<file path="src/rtl/core/trm_ram.sv">
// ----------------------------------------------------------------------------
// trm_ram
// Generic simple dual-port RAM: one write port, one read port, registered read.
// ----------------------------------------------------------------------------
module trm_ram #(
  parameter int WIDTH = 8,
  parameter int DEPTH = 16,
  localparam int AW = (DEPTH > 1) ? $clog2(DEPTH) : 1
) (
  input  logic             clk,
  input  logic             we,
  input  logic [AW-1:0]    waddr,
  input  logic [WIDTH-1:0] wdata,
  input  logic [AW-1:0]    raddr,
  output logic [WIDTH-1:0] rdata
);

  logic [WIDTH-1:0] mem [DEPTH];

  always_ff @(posedge clk) begin
    if (we) begin
      mem[waddr] <= wdata;
    end
    rdata <= mem[raddr];
  end

endmodule

</file>
<file path="config.mk">
export PLATFORM = sky130hd
export DESIGN_NAME = trm_ram
export DESIGN_NICKNAME = d
export VERILOG_FILES = /design/src/rtl/core/trm_ram.sv
export SDC_FILE = /design/constraint.sdc
export NUM_CORES = 1
export LEC_CHECK = 0
export BUFFER_PORTS_ARGS = -buffer_cell sky130_fd_sc_hd__clkbuf_2
export CAP_MARGIN = 20
export CORE_ASPECT_RATIO = 1.4
export CORE_MARGIN = 2
export CORE_UTILIZATION = 54
export CTS_CLUSTER_SIZE = 30
export DETAILED_ROUTE_END_ITERATION = 10
export GPL_TIMING_DRIVEN = 0
export PLACE_DENSITY = 0.85
export SETUP_SLACK_MARGIN = 0.4
export SYNTH_ARGS = -nofsm -noshare
export SYNTH_HDL_FRONTEND = slang
export SYNTH_SLANG_ARGS = --single-unit
</file>
<file path="constraint.sdc">
create_clock -name clk -period 1.7 [get_ports clk]
set_clock_uncertainty 0.15 [all_clocks]
set_input_delay 0 -clock clk [delete_from_list [all_inputs] [get_ports clk]]
set_output_delay 0 -clock clk [all_outputs]
set_load 0.01 [all_outputs]
</file>
==> flow_summary.yaml <==
layout:
  syn2layout_area_growth_pct: 18.3
  n_antenna_cell: 0
  final_design_area_no_fill_um2: 6090
  utilization_pct: 65.1
  final_net_count: 299
  n_fill_cell: 610
  drive_above_1_share_pct: 36.4
critical_path:
  startpoint_type: "flip-flop"
  worstReg2RegStart: "mem[2][7]"
  critPathSlowestCell: "sky130_fd_sc_hd__mux4_2"
  worstPathBufferInverterCount: 0
  critPathRequiredTime_ns: 1.84
  crit_path_end_kind: "flip-flop"
  regToRegSetupSlack_ns: 0.18
  crit_fanout: 1
  cp_top_family: "multiplexers"
  cp_data_arrival_time_ns: 1.66
  rr_endpoint: "rdata[7]"
  critical_path.cell_chain: "mux4_2 > a22oi_2 > nand2_1"
  cpPeakStageDelay_ns: 0.48
  worst-setup-path-type: "reg2reg"
  r2r.worst_path.cells: 3
global_route:
  all_layer_gr_usage_pct: 21.1
  grt_max_degree: 17
  grt_remaining_overflow: 0
  first_pass_grt_wire_length_um: 14800
  grt_antenna_before_repair: 0
  vias_in_the_first_global_route: 2518
clock_network:
  cts_post_setup_buffers_inserted: 0
  clkSinkCount: 136
  cts.htree.levels: 4
  postCtsHoldBufs: 8
  cts.path.max_buffers: 2
  cts.reportedPaths.clkPinSlew_ns: 0.06
  cts_made_buffers: 17
  clkLatencyLatePin_ns: 0.43
  tritoncts_clock_tree: "done"
  cts_root_buffer: "sky130_fd_sc_hd__clkbuf_16"
synth:
  asyncSetResetFlopFracSynth_pct: 0
  yosys_register_bits: 136
  mappedNetlistArea_um2: 5150
  syn_area_per_cell_um2: 22.5
  synth.yosys.seq_area_share_pct: 77.8
  synth_nets: 247
  post_synth_inst_count: 229
  post_synth_num_cell_types: 19
  edff_count_synth: 128
  yosys_most_used_dff: "sky130_fd_sc_hd__edfxtp_1"
  yosys_warnings: 0
routing:
  ant_nets: 0
  drc_errors: 0
  router_iterations_before_antenna_repair: 4
  postRouteWirelength_um: 9800
  routedWlPerCell_um: 24.2
  avgViaCountPerCell: 6.05
  dr.first_iter.drc_count: 238
  via_count: 2443
min_path:
  timing.hold.worst.start: "waddr[1]"
  min_path_cells: 2
  min_delay_worst_endpoint: "mem[0][1]"
  min-delay-path-class: "in2reg"
pwr:
  leakage_nw: 2.02
  switching_share_pct: 19.9
  p_int_mw: 6.22
  worst_ir_drop_vdd_uv: 1010
  p_sw_mw: 1.55
  clkPwrFrac_pct: 46.4
  power_share_of_the_sequential_group_pct: 48.5
  power_density_nw_per_um2: 1280
  power.share.combinational_pct: 5.0
timing:
  drv_slew: 0
  hold_ws_ns: -0.0573
  achievable-frequency_mhz: 657
  worst_relative_slew_slack_pct: 46.4
  rsz0062_at_grt: "yes"
  final_hold_viol_count: 28
  layout_worst_path_cycle_share_pct: 89.5
  post-route-min-period_ns: 1.52
  setup_violations: 0
  timing_worst_slew_pin_value_ns: 0.800
placement:
  half_perimeter_wire_length_of_the_detailed_placement_result_um: 5830
  gp_congestion: 0.722
  io_buffer_count: 24
  placed_area_um2: 5390
run_status:
  failed_checks: "negative hold slack"
  status: "finished, violations left"
floorplanning:
  floorplan.rows: 42
  die_h_um: 120
  floorplan.die.width_um: 86.5
  initial_core_utilization_pct: 55.0
  i_o_pin_cnt: 26
  die_area_um2: 10300
  core_um2: 9350
flow_run:
  max_cap_viol_count: 0
layer usage:
| layer | global-route usage [%] | part of all wire [%] | up-vias |
|---|---|---|---|
| met2 | 33.2 | 53 | 111 |
| li1 | - | - | 1069 |
| met3 | 6.60 | 7.5 | 18 |
| met4 | 11.3 | 2.8 | 0 |
| met5 | 0 | 0 | - |
| met1 | 26.0 | 37 | 1245 |
logic make-up after synthesis:
logic type	count (synthesis)	synth area share (%)
AND/OR/NAND/NOR	35	3.18
buffers and inverters	10	1.68
multiplexers	32	15.0
flip-flops	136	77.8
AO/OA/AOI/OAI	16	2.33
per-stage QoR:
stage / hold WS [ns] / worst slack (ns) / TNS, ns / instances / total power [mW]
after floorplan: -0.0511 / 0.284 / 0 / 229 / 4.04
after global placement: 0.238 / -0.0836 / -2.47 / 363 / 4.18
after detailed placement: 0.236 / -0.121 / -3.15 / 364 / 4.20
after CTS: -0.0806 / 0.176 / 0 / 404 / 7.80
after global routing: -0.0421 / 0.147 / 0 / 404 / 7.97
final: -0.0573 / 0.179 / 0 / 404 / 7.77
synth_stat cells, drive strengths merged (2+ instances only):
cell	count	area [µm²]
nor2	13	48.8
nand2	9	33.8
nor3	4	20.0
nand3b	2	15.0
mux4	32	773
a22oi	16	120
nand2b	2	12.5
edfxtp	128	3840
buf	7	56.3
dfxtp	8	160
clkdlybuf4s25	3	30.0
cell type report:
cell class / count / area, µm² / share of cell area (%)
sequential: 136 / 4000 / 65.7
multi-input combinational: 83 / 1070 / 17.5
clock buffer: 24 / 492 / 8.07
timing repair buffer: 33 / 208 / 3.41
tap: 110 / 138 / 2.26
clock inverter: 8 / 95.1 / 1.56
buffer: 10 / 86.3 / 1.42
worst register-to-register path, delay by kind of cell (launching register included):
family,cells,cell delay (ns)
multiplexers,1,0.48
AND/OR/NAND/NOR,1,0.13
AO/OA/AOI/OAI,1,0.26
flip-flops,1,0.37
registers in the layout (all words and copies together), names as in the netlist:
signal,flops
rdata,8
mem,128
power by group through the flow:
| stage | logic (mW) | clock network [mW] | registers, mW |
|---|---|---|---|
| after floorplan | 0.196 | 0 | 3.85 |
| after global placement | 0.351 | 0 | 3.83 |
| after detailed placement | 0.364 | 0 | 3.84 |
| after CTS | 0.389 | 3.64 | 3.77 |
| after global routing | 0.420 | 3.78 | 3.78 |
| final | 0.391 | 3.61 | 3.77 |
timing repair:
action,in CTS,in global routing
pin swaps,3,2
hold endpoints to repair,157,14
gates resized for setup,8,4
setup endpoints to repair,35,16
worst max path at each step:
stage	start	slack, ns	to	cells after the start
6_report	mem[2][7]	0.18	rdata[7]	3
5_1_grt	mem[2][7]	0.15	rdata[7]	3
4_1_cts	mem[2][7]	0.18	rdata[7]	3
3_5_place_dp	waddr[2]	-0.12	mem[3][7]	3
3_3_place_gp	waddr[2]	-0.08	mem[1][2]	3
2_1_floorplan	waddr[2]	0.28	mem[3][0]	2
cells in the final DEF (no fill, tap or decap), types with 2 or more instances in the layout:
cell type / n
sky130_fd_sc_hd__clkbuf_8: 4
sky130_fd_sc_hd__mux4_1: 2
sky130_fd_sc_hd__edfxtp_1: 128
sky130_fd_sc_hd__nor2_1: 9
sky130_fd_sc_hd__dlygate4sd3_1: 8
sky130_fd_sc_hd__nand3b_1: 2
sky130_fd_sc_hd__nor3_2: 2
sky130_fd_sc_hd__clkdlybuf4s25_2: 3
sky130_fd_sc_hd__clkinvlp_4: 2
sky130_fd_sc_hd__clkbuf_2: 24
sky130_fd_sc_hd__a22oi_1: 11
sky130_fd_sc_hd__dfxtp_1: 8
sky130_fd_sc_hd__bufinv_16: 2
sky130_fd_sc_hd__clkbuf_16: 17
sky130_fd_sc_hd__nand2b_1: 2
sky130_fd_sc_hd__a22oi_2: 5
sky130_fd_sc_hd__buf_6: 3
sky130_fd_sc_hd__buf_4: 2
sky130_fd_sc_hd__nor2_2: 4
sky130_fd_sc_hd__buf_2: 3
sky130_fd_sc_hd__clkinv_2: 4
sky130_fd_sc_hd__clkbuf_1: 3
sky130_fd_sc_hd__nand2_1: 9
sky130_fd_sc_hd__mux4_2: 30
Power figures use the tool's default switching activity.
